## src/hdl/sfcb_pkg.sv

```systemverilog
// Package for the sensor frame CRC-16 builder: frame constants, job type
// and the byte-wise CRC-16/MODBUS update. No dependencies.
package sfcb_pkg;

  localparam int unsigned SAMPLE_W  = 16;
  localparam int unsigned PAYLOAD_W = 4 * SAMPLE_W;
  localparam int unsigned IDX_W     = 4;

  localparam logic [7:0]  FRAME_START = 8'hAA;
  localparam logic [7:0]  FRAME_END   = 8'h55;
  localparam logic [7:0]  TYPE_QUAT   = 8'h01;
  localparam logic [7:0]  TYPE_LOAD   = 8'h02;
  localparam logic [15:0] CRC_INIT    = 16'hFFFF;
  localparam logic [15:0] CRC_POLY    = 16'hA001;

  localparam logic [IDX_W-1:0] LAST_QUAT = 4'd12;
  localparam logic [IDX_W-1:0] LAST_LOAD = 4'd6;

  localparam logic KIND_QUAT = 1'b0;
  localparam logic KIND_LOAD = 1'b1;

  // Data bytes in transmit order from the top byte down.
  typedef struct packed {
    logic                 is_load;
    logic [PAYLOAD_W-1:0] payload;
  } job_t;

  function automatic logic [15:0] crc_byte(input logic [15:0] crc_in,
                                           input logic [7:0]  data);
    logic [15:0] c;
    c = crc_in ^ {8'h00, data};
    for (int b = 0; b < 8; b++) begin
      c = c[0] ? ((c >> 1) ^ CRC_POLY) : (c >> 1);
    end
    return c;
  endfunction

endpackage

```

## src/hdl/sensor_frame_crc16_builder_core.sv

```systemverilog
// Top level of the sensor frame CRC-16 builder.
// Depends on sfcb_pkg, sfcb_front, sfcb_queue and sfcb_back.
//
// Usage:
//   Slave side takes one sample word per handshake: s_tuser selects the
//   frame kind (0 quaternion, 1 load), s_tdata carries the 16-bit values.
//   Master side sends the frame one byte per word: start 0xAA, type,
//   values high byte first, CRC-16/MODBUS low byte first, end 0x55 with
//   m_tlast set. Quaternion frames are 13 words, load frames 7 words.
//   When the block is empty, the first byte of a frame passes through the
//   front register, the queue, the back stage's active state and the output
//   register. Throughput: one byte per cycle while m_tready is high; frames
//   follow with no gap. The byte serializer in the back stage sets this rate.
//   The front register and the two-entry queue let up to three samples
//   wait while a frame is sent. When m_tready is low the output word holds
//   and the front keeps accepting until the queue and front register fill.
//   Reset (rst, synchronous) empties the queue and drops any frame in flight.
module sensor_frame_crc16_builder_core (
  input  logic        clk,
  input  logic        rst,
  input  logic        s_tvalid,
  output logic        s_tready,
  input  logic [79:0] s_tdata,   // quat_w, quat_x, quat_y, quat_z, load_value
  input  logic        s_tuser,   // kind
  output logic        m_tvalid,
  input  logic        m_tready,
  output logic [7:0]  m_tdata,   // frame_byte
  output logic        m_tlast
);

  logic           f_valid;
  logic           f_ready;
  sfcb_pkg::job_t f_job;
  logic           q_valid;
  logic           q_ready;
  sfcb_pkg::job_t q_job;

  sfcb_front u_front (
    .clk       (clk),
    .rst       (rst),
    .s_tvalid  (s_tvalid),
    .s_tready  (s_tready),
    .s_tdata   (s_tdata),
    .s_tuser   (s_tuser),
    .job_valid (f_valid),
    .job_ready (f_ready),
    .job       (f_job)
  );

  sfcb_queue u_queue (
    .clk       (clk),
    .rst       (rst),
    .in_valid  (f_valid),
    .in_ready  (f_ready),
    .in_job    (f_job),
    .out_valid (q_valid),
    .out_ready (q_ready),
    .out_job   (q_job)
  );

  sfcb_back u_back (
    .clk       (clk),
    .rst       (rst),
    .job_valid (q_valid),
    .job_ready (q_ready),
    .job       (q_job),
    .m_tvalid  (m_tvalid),
    .m_tready  (m_tready),
    .m_tdata   (m_tdata),
    .m_tlast   (m_tlast)
  );

`ifndef SYNTHESIS
  a_last_is_end: assert property (@(posedge clk) disable iff (rst)
    m_tvalid && m_tlast |-> m_tdata == sfcb_pkg::FRAME_END)
    else $error("last word is not the end byte");

  a_start_after_last: assert property (@(posedge clk) disable iff (rst)
    m_tvalid && m_tready && m_tlast ##1 m_tvalid |-> m_tdata == sfcb_pkg::FRAME_START)
    else $error("frame does not open with the start byte");

  a_queue_full_has_data: assert property (@(posedge clk) disable iff (rst)
    !f_ready |-> q_valid)
    else $error("queue full but reports no data");
`endif

endmodule

```

## src/hdl/sfcb_front.sv

```systemverilog
// Front stage: takes a sample word, classifies it and builds a job.
// Depends on sfcb_pkg.
module sfcb_front (
  input  logic                clk,
  input  logic                rst,
  input  logic                s_tvalid,
  output logic                s_tready,
  input  logic [79:0]         s_tdata,
  input  logic                s_tuser,
  output logic                job_valid,
  input  logic                job_ready,
  output sfcb_pkg::job_t      job
);

  sfcb_pkg::job_t job_next;

  assign s_tready = !job_valid || job_ready;

  always_comb begin
    job_next.is_load = (s_tuser == sfcb_pkg::KIND_LOAD);
    if (job_next.is_load) begin
      job_next.payload = {s_tdata[79:64], 48'h0};
    end else begin
      job_next.payload = {s_tdata[15:0], s_tdata[31:16], s_tdata[47:32], s_tdata[63:48]};
    end
  end

  always_ff @(posedge clk) begin
    if (rst) begin
      job_valid <= 1'b0;
    end else if (s_tready) begin
      job_valid <= s_tvalid;
    end
  end

  always_ff @(posedge clk) begin
    if (s_tvalid && s_tready) begin
      job <= job_next;
    end
  end

endmodule

```

## src/hdl/sfcb_queue.sv

```systemverilog
// Two-entry job queue between the front and back stages.
// Depends on sfcb_pkg.
module sfcb_queue (
  input  logic           clk,
  input  logic           rst,
  input  logic           in_valid,
  output logic           in_ready,
  input  sfcb_pkg::job_t in_job,
  output logic           out_valid,
  input  logic           out_ready,
  output sfcb_pkg::job_t out_job
);

  sfcb_pkg::job_t entries [2];
  logic           wptr;
  logic           rptr;
  logic [1:0]     count;
  logic           push;
  logic           pop;

  assign in_ready  = (count != 2'd2);
  assign out_valid = (count != 2'd0);
  assign push      = in_valid && in_ready;
  assign pop       = out_valid && out_ready;
  assign out_job   = entries[rptr];

  always_ff @(posedge clk) begin
    if (rst) begin
      wptr  <= 1'b0;
      rptr  <= 1'b0;
      count <= 2'd0;
    end else begin
      if (push) wptr <= !wptr;
      if (pop)  rptr <= !rptr;
      unique case ({push, pop})
        2'b10:   count <= count + 2'd1;
        2'b01:   count <= count - 2'd1;
        default: count <= count;
      endcase
    end
  end

  always_ff @(posedge clk) begin
    if (push) begin
      entries[wptr] <= in_job;
    end
  end

endmodule

```

## src/hdl/sfcb_back.sv

```systemverilog
// Back stage: serializes one job into frame bytes with a running CRC.
// Depends on sfcb_pkg.
module sfcb_back (
  input  logic           clk,
  input  logic           rst,
  input  logic           job_valid,
  output logic           job_ready,
  input  sfcb_pkg::job_t job,
  output logic           m_tvalid,
  input  logic           m_tready,
  output logic [7:0]     m_tdata,
  output logic           m_tlast
);

  logic                            active;
  logic [sfcb_pkg::IDX_W-1:0]      idx;
  logic                            is_load;
  logic [sfcb_pkg::PAYLOAD_W-1:0]  shift;
  logic [15:0]                     crc;
  logic [sfcb_pkg::IDX_W-1:0]      last_idx;
  logic [sfcb_pkg::IDX_W-1:0]      crc_lo_idx;
  logic [7:0]                      byte_sel;
  logic                            advance;

  assign advance    = !m_tvalid || m_tready;
  assign last_idx   = is_load ? sfcb_pkg::LAST_LOAD : sfcb_pkg::LAST_QUAT;
  assign crc_lo_idx = last_idx - 4'd2;
  assign job_ready  = advance && (!active || idx == last_idx);

  always_comb begin
    priority if (idx == 4'd0) begin
      byte_sel = sfcb_pkg::FRAME_START;
    end else if (idx == 4'd1) begin
      byte_sel = is_load ? sfcb_pkg::TYPE_LOAD : sfcb_pkg::TYPE_QUAT;
    end else if (idx == last_idx) begin
      byte_sel = sfcb_pkg::FRAME_END;
    end else if (idx == crc_lo_idx) begin
      byte_sel = crc[7:0];
    end else if (idx == last_idx - 4'd1) begin
      byte_sel = crc[15:8];
    end else begin
      byte_sel = shift[sfcb_pkg::PAYLOAD_W-1 -: 8];
    end
  end

  always_ff @(posedge clk) begin
    if (rst) begin
      active   <= 1'b0;
      idx      <= '0;
      m_tvalid <= 1'b0;
    end else if (advance) begin
      m_tvalid <= active;
      if (job_ready && job_valid) begin
        active <= 1'b1;
        idx    <= '0;
      end else if (active) begin
        idx <= idx + 4'd1;
        if (idx == last_idx) active <= 1'b0;
      end
    end
  end

  always_ff @(posedge clk) begin
    if (advance && active) begin
      m_tdata <= byte_sel;
      m_tlast <= (idx == last_idx);
      if (idx == 4'd0) begin
        crc <= sfcb_pkg::crc_byte(sfcb_pkg::CRC_INIT, byte_sel);
      end else if (idx < crc_lo_idx) begin
        crc <= sfcb_pkg::crc_byte(crc, byte_sel);
      end
      if (idx >= 4'd2 && idx < crc_lo_idx) begin
        shift <= shift << 8;
      end
    end
    if (job_ready && job_valid) begin
      is_load <= job.is_load;
      shift   <= job.payload;
    end
  end

endmodule
```

## config.mk

```make
export PLATFORM = sky130hd
export DESIGN_NAME = sensor_frame_crc16_builder_core
export DESIGN_NICKNAME = d
export VERILOG_FILES = /design/src/hdl/sfcb_pkg.sv /design/src/hdl/sensor_frame_crc16_builder_core.sv /design/src/hdl/sfcb_front.sv /design/src/hdl/sfcb_queue.sv /design/src/hdl/sfcb_back.sv
export SDC_FILE = /design/constraint.sdc
export NUM_CORES = 1
export LEC_CHECK = 0
export BUFFER_PORTS_ARGS = -buffer_cell sky130_fd_sc_hd__buf_2
export CAP_MARGIN = 10
export CORE_MARGIN = 2
export CORE_UTILIZATION = 50
export CTS_CLUSTER_SIZE = 24
export DETAILED_ROUTE_END_ITERATION = 7
export PLACE_DENSITY = 0.69
export REMOVE_ABC_BUFFERS = 1
export SLEW_MARGIN = 0
export SYNTH_ARGS = -nofsm -noshare
export SYNTH_HDL_FRONTEND = slang
export SYNTH_SLANG_ARGS = --single-unit
```

## constraint.sdc

```tcl
create_clock -name clk -period 6.24 [get_ports clk]
set_input_delay 0.624 -clock clk [delete_from_list [all_inputs] [get_ports clk]]
set_output_delay 0.624 -clock clk [all_outputs]
set_load 0.01 [all_outputs]
```

After elaboration in Yosys (flattened, before gate mapping) --
Memories as Yosys holds them, arrays and structs flattened. A register that Yosys moved wholly into a read port is not among the register bits. Cells that the tools add are included. W data, S select, Z words.
Word-level totals: flip-flop bits (word level) 166, bits in writable memories 130, bits of input ports 85, output and inout port bits 11, logic and storage cells 111, memories kept 1
Memory list:
- u_queue.entries | words 2, width 65, read ports 1, clocked after memory_dff 1, write ports 1, line sfcb_queue.sv:14 | sfcb_pkg::job_t entries [2];
Cells by class: add/sub/neg operators 5, $lt $le $gt $ge 2, eq/ne operators 7, mux-type cells 39, bitwise operators 18, reductions and logical operators 24
Operator list (count):
- $mux W16 | 18
- $mux W64 | 4
- $not A2 Y3 | 16
- $mux W8 | 5
- $not A8 Y16 | 1
- $xor A16 B8 Y16 | 1
- $eq A4 B4 Y1 | 3
- $mux W4 | 3
- $reduce_bool A2 Y1 | 6
- $mux W1 | 7
- $logic_and A1 B1 Y1 | 6
- $reduce_and A2 Y1 | 3
- $logic_not A1 Y1 | 5
- $add A4 B1 Y4 const B | 1
- $eq A4 B1 Y1 const B | 1
- $ge A4 B2 Y1 const B | 1
- $logic_not A4 Y1 | 1
- $lt A4 B4 Y1 | 1
- $pmux W2 S2 | 1
- $sub A4 B1 Y4 const B | 1
- $sub A4 B2 Y4 const B | 1
- $logic_or A1 B1 Y1 | 3
- $add A2 B1 Y2 const B | 1
- $eq A2 B1 Y1 const B | 1
- other kinds (4) | 4

Logic depth before layout (Yosys ltp) --
Gate-level depths: netlist of the first run.
depth after elaboration 27, mapped depth 11, mapped depth without buffers 11

Hierarchy --
From an unflattened synthesis of the first run, not the netlist that was laid out.
Second synthesis, totals: cell total of the unflattened synthesis 816, area total of the unflattened synthesis 12101.6 µm²
Modules (own cells, without submodules):
- sfcb_queue | times used 1, cells each 226, area each 4906.0 µm², sequential area each 4003.8 µm²
- sfcb_back | times used 1, cells each 449, area each 4614.4 µm², sequential area each 2822.7 µm²
- sfcb_front | times used 1, cells each 141, area each 2581.2 µm², sequential area each 1971.9 µm²

Worst setup path after synthesis of the first run --
OpenSTA, ideal clock, no wires.
kind reg2reg, start point reg u_back.idx[2] (netlist name), end point reg u_back.shift[0] (netlist name) (enable), setup time 0.494 ns, arrival 4.013 ns, data required time 5.746 ns, slack 1.733 ns, cell stages (with the launch flop) 6, buffers on the path 0, period minus slack after synthesis 4.507 ns, cell sequence dfxtp_1 -> ha_1 -> nor2b_1 -> o21ai_0 -> nand2_1 -> o21ai_1
On the way: cells in the longest elaborated chain, start to end 6, elaborated cells between the ends (all ways) 10, those cells by class order compare: 2; eq/ne: 1; reduce/logical: 7
Ends and longest elaborated chain:
- from (decl) | line sfcb_back.sv:16 | logic [sfcb_pkg::IDX_W-1:0] idx;
- from (signal assigned) | line sfcb_back.sv:57 | idx <= idx + 4'd1;
- parallel branches: the longest is 5 deep, another holds $ge A4 B2 Y1
- $reduce_and A2 Y1 (no line) *
- to (signal assigned) | line sfcb_back.sv:73 | shift <= shift << 8;
- to (signal assigned) | line sfcb_back.sv:78 | shift <= job.payload;
- to (decl) | line sfcb_back.sv:18 | logic [sfcb_pkg::PAYLOAD_W-1:0] shift;
Mark *: on every way between the ends. A chain may end at the register's enable or synchronous reset.

Worst setup path in the final report of the first run --
start point reg u_back.idx[1] (netlist name), end point reg u_back.crc[0], data pin
On the way: cells in the longest elaborated chain, start to end 18, elaborated cells between the ends (all ways) 44, those cells by class eq/ne: 4; mux: 23; bitwise: 16; reduce/logical: 1
Ends and longest elaborated chain:
- $eq A4 B4 Y1 | line sfcb_back.sv:39 | end else if (idx == last_idx - 4'd1) begin
- $mux W8 | line sfcb_back.sv:39
- $mux W8 | line sfcb_back.sv:37 | end else if (idx == crc_lo_idx) begin
- $mux W8 | line sfcb_back.sv:35 | end else if (idx == last_idx) begin
- $mux W8 | line sfcb_back.sv:33 | end else if (idx == 4'd1) begin
- $mux W8 | line sfcb_back.sv:31 | priority if (idx == 4'd0) begin
- $xor A16 B8 Y16 | line sfcb_pkg.sv:31 | c = crc_in ^ {8'h00, data};
- $mux W16 / $not A2 Y3 (equally long branches) (6 in a row)
- $not A2 Y3 (no line) / $mux W16 (equally long branches)
- $mux W16 (2 in a row) | line sfcb_pkg.sv:33 | c = c[0] ? ((c >> 1) ^ CRC_POLY) : (c >> 1);
- $mux W16 | line sfcb_back.sv:69 | end else if (idx < crc_lo_idx) begin
- $mux W16 * | line sfcb_back.sv:67 | if (idx == 4'd0) begin
- to (signal assigned) | line sfcb_back.sv:68 | crc <= sfcb_pkg::crc_byte(sfcb_pkg::CRC_INIT, byte_sel);
- to (signal assigned) | line sfcb_back.sv:70 | crc <= sfcb_pkg::crc_byte(crc, byte_sel);
- to (decl) | line sfcb_back.sv:19 | logic [15:0] crc;
Every way passes the cells marked *; elsewhere a longest branch is shown, timed or not. The select of a mux whose other input is x is not followed.

==> flow_summary.json, run 1 <==
{
  "status": "complete, no violations",
  "drc": 0,
  "clockBufferDepth": 3,
  "cp_max_fo": 9,
  "final_nets": 939,
  "drive_gt1_share_pct": 20.4,
  "ff2ff_setup_slack_ps": 2850,
  "multi_input_area_sq_um": 2770,
  "regArea_sq_um": 8800,
  "avgSynthCellArea_sq_um": 15.7,
  "dp_hpwl_mm": 10.2,
  "wl_per_cell_um": 15.1,
  "grt_max_degree": 74,
  "dpl.cell_count": 1134,
  "clkLatencyLatePin_ps": 520,
  "chipWidth_um": 157,
  "max_freq_mhz": 295,
  "synth_seq_cells": 297,
  "synth_edf_count": 285,
  "mappedNetlistArea_sq_um": 11700,
  "drtAntennaViolNets": 0,
  "drtIter0Drc": 325,
  "p_per_area_nw_per_um2": 467,
  "p_total_uw": 6250,
  "io_pins": 96,
  "placed_cell_area_sq_um": 12500,
  "ys_warn_count": 0,
  "antenna_found_initial": 0,
  "min_path_type": "in -> reg",
  "p_leak_uw": 0.00470,
  "area_growth_pct": 14.3,
  "synth_cells": 746,
  "grt_pass1_vias": 5662,
  "fill_cells": 1858,
  "async_reset_ff_share_pct": 0,
  "coreArea_sq_um": 23300,
  "cts_setup_buffers": 0,
  "grt_pass1_wl_mm": 28.7,
  "worstPathArrival_ps": 3770,
  "gr-max-usage-layer": "met2",
  "hold_buffers": 0,
  "vias": 5923,
  "final_common_cell": "edfxtp_1",
  "grt_overflow": 0,
  "clkTransAtPathRegs_ps": 60,
  "cts_tree": "built",
  "skew_ps": 7.54,
  "cts_sinks": 297,
  "instances_no_fill": 1182,
  "dieArea_sq_um": 24700,
  "endpoint_kind": "flip-flop",
  "totalWireLength_mm": 17.8,
  "rsz0062_at_grt": "false",
  "post-route-min-period_ps": 3390,
  "start_util_pct": 50.4,
  "htree_levels": 1,
  "period_share_pct": 54.4,
  "grt_usage_pct": 14.7,
  "relSlewSlack_pct": 34.0,
  "numPortBuffers": 95,
  "final-hold-violation-count": 0,
  "cts_made_buffers": 29,
  "critPathKind": "reg -> reg",
  "cts-root-buf": "clkbuf_16",
  "vias_per_cell": 5.01,
  "place.gp.congestion": 0.823,
  "most-common-layout-cells": "edfxtp_1, buf_2, nand2_1",
  "fin_tns_setup_ps": 0,
  "worst_pin_slew_ps": 989,
  "stdcell_area_sq_um": 13400,
  "dp_slack_ps": 2940,
  "maxCapViolCount": 0,
  "peakVddDrop_mv": 0.295,
  "setup_ws_ps": 2850,
  "cts_repair_resize_count": 0,
  "slew_viol_final": 0,
  "setup-violations-final": 0,
  "num_rows": 56,
  "first_pass_iters": 4,
  "synth.distinct_cells": 47,
  "met1_usage_pct": 20.1,
  "n_antenna_cell": 0,
  "met2_usage_pct": 24.9,
  "crit_required_ps": 6620,
  "die_h_um": 157,
  "met3_usage_pct": 2.59,
  "cp-start-kind": "flip-flop",
  "synthFlopType": "edfxtp_1",
  "yosysSeqAreaShare_pct": 75.0
}
==> registers in the layout, summed over array words and instances (netlist names), named ones only <==
signal / cells
u_queue.entries: 130
u_front.job: 65
u_back.shift: 64
u_back.crc: 16
u_back.m_tdata: 8
u_back.idx: 4
u_queue.count: 2
u_back.active: 1
u_back.is_load: 1
u_back.m_tlast: 1
u_back.m_tvalid: 1
u_front.job_valid: 1
u_queue.rptr: 1
u_queue.wptr: 1
==> routing by layer <==
| metal | share of wire (%) | routed length (um) |
|---|---|---|
| met2 | 48 | 8610 |
| met1 | 46 | 8200 |
| met4 | 1.7 | 308 |
| met3 | 4.0 | 709 |
| met5 | 0 | 0 |
==> worst max-delay path, cell delays in order, from the launching register on <==
cell and delay (ps):
dfxtp_1 390, inv_1 120, ha_1 400, and3_1 500, mux2i_1 350, o21ai_0 130
mux2i_1 350, xor2_1 260, xnor2_1 210, xor3_1 460, nand2_1 70
==> synthesized netlist by cell type, drive strengths merged, types with 4 or more instances <==
| library cell | instances | area share, % |
|---|---|---|
| buf | 6 | 0.33 |
| nand2b | 5 | 0.27 |
| edfxtp | 285 | 73 |
| and3 | 4 | 0.21 |
| o21a | 4 | 0.26 |
| o21ai | 70 | 3.0 |
| inv | 14 | 0.47 |
| mux2i | 71 | 6.1 |
| nor2 | 28 | 0.96 |
| xor2 | 10 | 0.75 |
| nor3 | 6 | 0.26 |
| nand2 | 79 | 2.5 |
| clkbuf | 26 | 0.83 |
| ha | 8 | 0.85 |
| nor2b | 50 | 2.7 |
| dfxtp | 12 | 2.0 |
| a21oi | 8 | 0.44 |
| mux2 | 17 | 1.6 |
| a31oi | 6 | 0.37 |
| xnor2 | 11 | 0.89 |
| a211oi | 5 | 0.41 |
==> power breakdown <==
| part | internal [uW] | total (uW) | switching (uW) | leakage [uW] |
|---|---|---|---|---|
| sequential | 2850 | 3010 | 166 | 0.00276 |
| clock | 929 | 1600 | 667 | 0.000421 |
| combinational | 655 | 1640 | 989 | 0.00152 |
==> worst paths after layout <==
check	start	end	cells after the start
min	s_tvalid	u_front.job_valid$_SDFFE_PP0N_	3
max reg2reg	u_back.idx[1]$_SDFFE_PP0P_	u_back.crc[0]$_DFFE_PP_	10
max	u_back.idx[1]$_SDFFE_PP0P_	u_back.crc[0]$_DFFE_PP_	10
min reg2reg	u_front.job[0]$_SDFFCE_PP0P_	u_queue.entries[0][0]$_DFFE_PP_	0
==> cell type report <==
type | instances | area share, %
clock buffer | 38 | 5.67
tap | 319 | 2.98
inverter | 14 | 0.411
timing repair buffer | 101 | 3.88
clock inverter | 10 | 0.747
multi-input combinational | 403 | 20.6
sequential | 297 | 65.7
==> per-stage QoR <==
step,hold slack (ps),utilization (%)
after floorplan,421,-
after detailed placement,429,53.9
after global routing,344,57.6
after CTS,331,57.6
after global placement,423,53.9
final,355,57.6
==> cell families (layout without fill, tap and decap cells) <==
kind of cell,after synthesis,in the layout,share of synthesized area [%]
AO/OA/AOI/OAI,102,102,5.12
multiplexers,88,88,7.73
AND/OR/NAND/NOR,182,182,7.59
adder cells (fa/ha/maj),8,8,0.854
flip-flops,297,297,75.0
XOR/XNOR,23,23,2.03
buffers and inverters,46,163,1.63
Power figures use the tool's default switching activity.
==> inputs of run 2 (changes only) <==
PLACE_DENSITY = 0.71   (was 0.69)
clock period = 2.8 ns   (was 6.24 ns; I/O delays follow)
==> flow_summary.json, run 2 (same netlist as run 1, synthesis figures left out) <==
{
  "status": "complete, no violations",
  "grt_usage_pct": 16.0,
  "maxCapViolCount": 0,
  "clkTransAtPathRegs_ps": 60,
  "peakVddDrop_mv": 0.568,
  "grt_pass1_vias": 6118,
  "worst_pin_slew_ps": 790,
  "chipWidth_um": 157,
  "p_sw_share_pct": 29.5,
  "num_rows": 56,
  "cts_tree": "built",
  "rsz0062_at_grt": "true",
  "most-common-layout-cells": "edfxtp_1, buf_2, nand2_1",
  "combPwrFrac_pct": 30.9,
  "skew_ps": 6.23,
  "start_util_pct": 50.4,
  "grt_overflow": 0,
  "area_growth_pct": 21.5,
  "final_nets": 997,
  "n_antenna_cell": 0,
  "final-hold-violation-count": 0,
  "drive_gt1_share_pct": 27.9,
  "final_common_cell": "edfxtp_1",
  "antenna_found_initial": 0,
  "place.gp.congestion": 0.818,
  "reg_top3": "u_queue.entries (130), u_front.job (65), u_back.shift (64)",
  "p_total_uw": 15300,
  "grt_max_degree": 121,
  "period_share_pct": 98.8,
  "totalWireLength_mm": 19.6,
  "p_per_area_nw_per_um2": 1080,
  "relSlewSlack_pct": 47.3,
  "largest_register_ffs": 130,
  "drtIter0Drc": 330,
  "clkLatencyLatePin_ps": 540,
  "first_pass_iters": 6,
  "drtAntennaViolNets": 0,
  "cts_sinks": 297,
  "dp_hpwl_mm": 11.7,
  "crit_required_ps": 3100,
  "numPortBuffers": 95,
  "cts-root-buf": "clkbuf_16",
  "max_freq_mhz": 362,
  "vias": 6281,
  "io_pins": 96,
  "post-route-min-period_ps": 2770,
  "endpoint_kind": "flip-flop",
  "dieArea_sq_um": 24700,
  "min_path_type": "in -> reg",
  "multi_input_area_sq_um": 2970,
  "fill_cells": 1751,
  "setup-violations-final": 0,
  "critPathKind": "reg -> reg",
  "regArea_sq_um": 8800,
  "power_frac_clock_pct": 25.1,
  "vias_per_cell": 5.04,
  "regMostFlops": "u_queue.entries",
  "coreArea_sq_um": 23300,
  "die_h_um": 157,
  "hold_slack_ps": 25.6,
  "clockBufferDepth": 3,
  "cp_max_fo": 7,
  "wl_per_cell_um": 15.7,
  "switchingPower_uw": 4520,
  "internal_power_uw": 10800,
  "p_leak_uw": 0.00509,
  "final_core_util_pct": 61.3,
  "drc": 0,
  "p_seq_share_pct": 43.9,
  "cp-start-kind": "flip-flop",
  "grt_pass1_wl_mm": 31.0,
  "slew_viol_final": 0,
  "worstPathArrival_ps": 3060,
  "cts_made_buffers": 30,
  "htree_levels": 1
}
-- run 2: routing by layer --
layer	up-vias	track usage, %	routed length [um]	part of all wire [%]
met1	3048	21.3	8590	44
met2	134	27.9	9790	50
met4	0	3.68	279	1.4
met3	27	2.64	940	4.8
met5	-	0	0	0
li1	3072	-	-	-
-- run 2: what timing repair did --
| action | in CTS | in global routing |
|---|---|---|
| pin swaps | 8 | 16 |
| cloned | 0 | 0 |
| gates resized for setup | 9 | 33 |
| setup buffers | 11 | 8 |
| hold buffers | 1 | 0 |
| hold endpoints to repair | 1 | 0 |
| setup endpoints to repair | 3 | 5 |
-- run 2: worst paths after layout --
path / startpoint / endpoint / slack [ps] / cells after the start
max: u_back.is_load$_DFFE_PP_ / u_back.crc[14]$_DFFE_PP_ / 30 / 12
min: s_tdata[52] / u_front.job[4]$_SDFFCE_PP0P_ / 30 / 2
max reg2reg: u_back.is_load$_DFFE_PP_ / u_back.crc[14]$_DFFE_PP_ / 30 / 12
min reg2reg: u_front.job[3]$_SDFFCE_PP0P_ / u_queue.entries[0][3]$_DFFE_PP_ / 440 / 0
-- run 2: metrics by stage --
stage          setup WS (ps)  TNS, ps  cell area [sq um]  cells
4_1_cts                 23.0        0              14000   1240
5_1_grt                -79.8     -197              14200   1246
3_5_place_dp            -210     -537              12900   1173
3_3_place_gp            -169     -391              12900   1173
2_1_floorplan          -2010  -207100              11600    714
6_report                34.5        0              14200   1246
-- run 2: worst max-delay path, stage by stage (launching register included) --
cell,delay [ps]
edfxtp_1,420
inv_2,90
ha_4,290
and3_4,310
mux2i_4,290
o21a_1,190
mux2i_4,90
xor2_2,190
buf_4,170
xnor2_4,200
buf_6,130
xnor2_2,90
nor2_1,60
-- run 2: area by class of cell --
| type | instances | share of cell area (%) |
|---|---|---|
| Clock buffer | 34 | 5.52 |
| Clock inverter | 21 | 1.24 |
| Inverter | 14 | 0.386 |
| Multi-Input combinational cell | 403 | 20.9 |
| Sequential cell | 297 | 61.8 |
| Tap cell | 319 | 2.80 |
| Timing Repair Buffer | 158 | 7.41 |
-- run 2: power groups by stage --
stage	clock network, uW	logic, uW	registers [uW]
after floorplan	0	2750	6900
after global placement	0	4060	6790
after detailed placement	0	4150	6830
after CTS	3930	4400	6750
after global routing	4130	5200	6840
final	3860	4740	6740
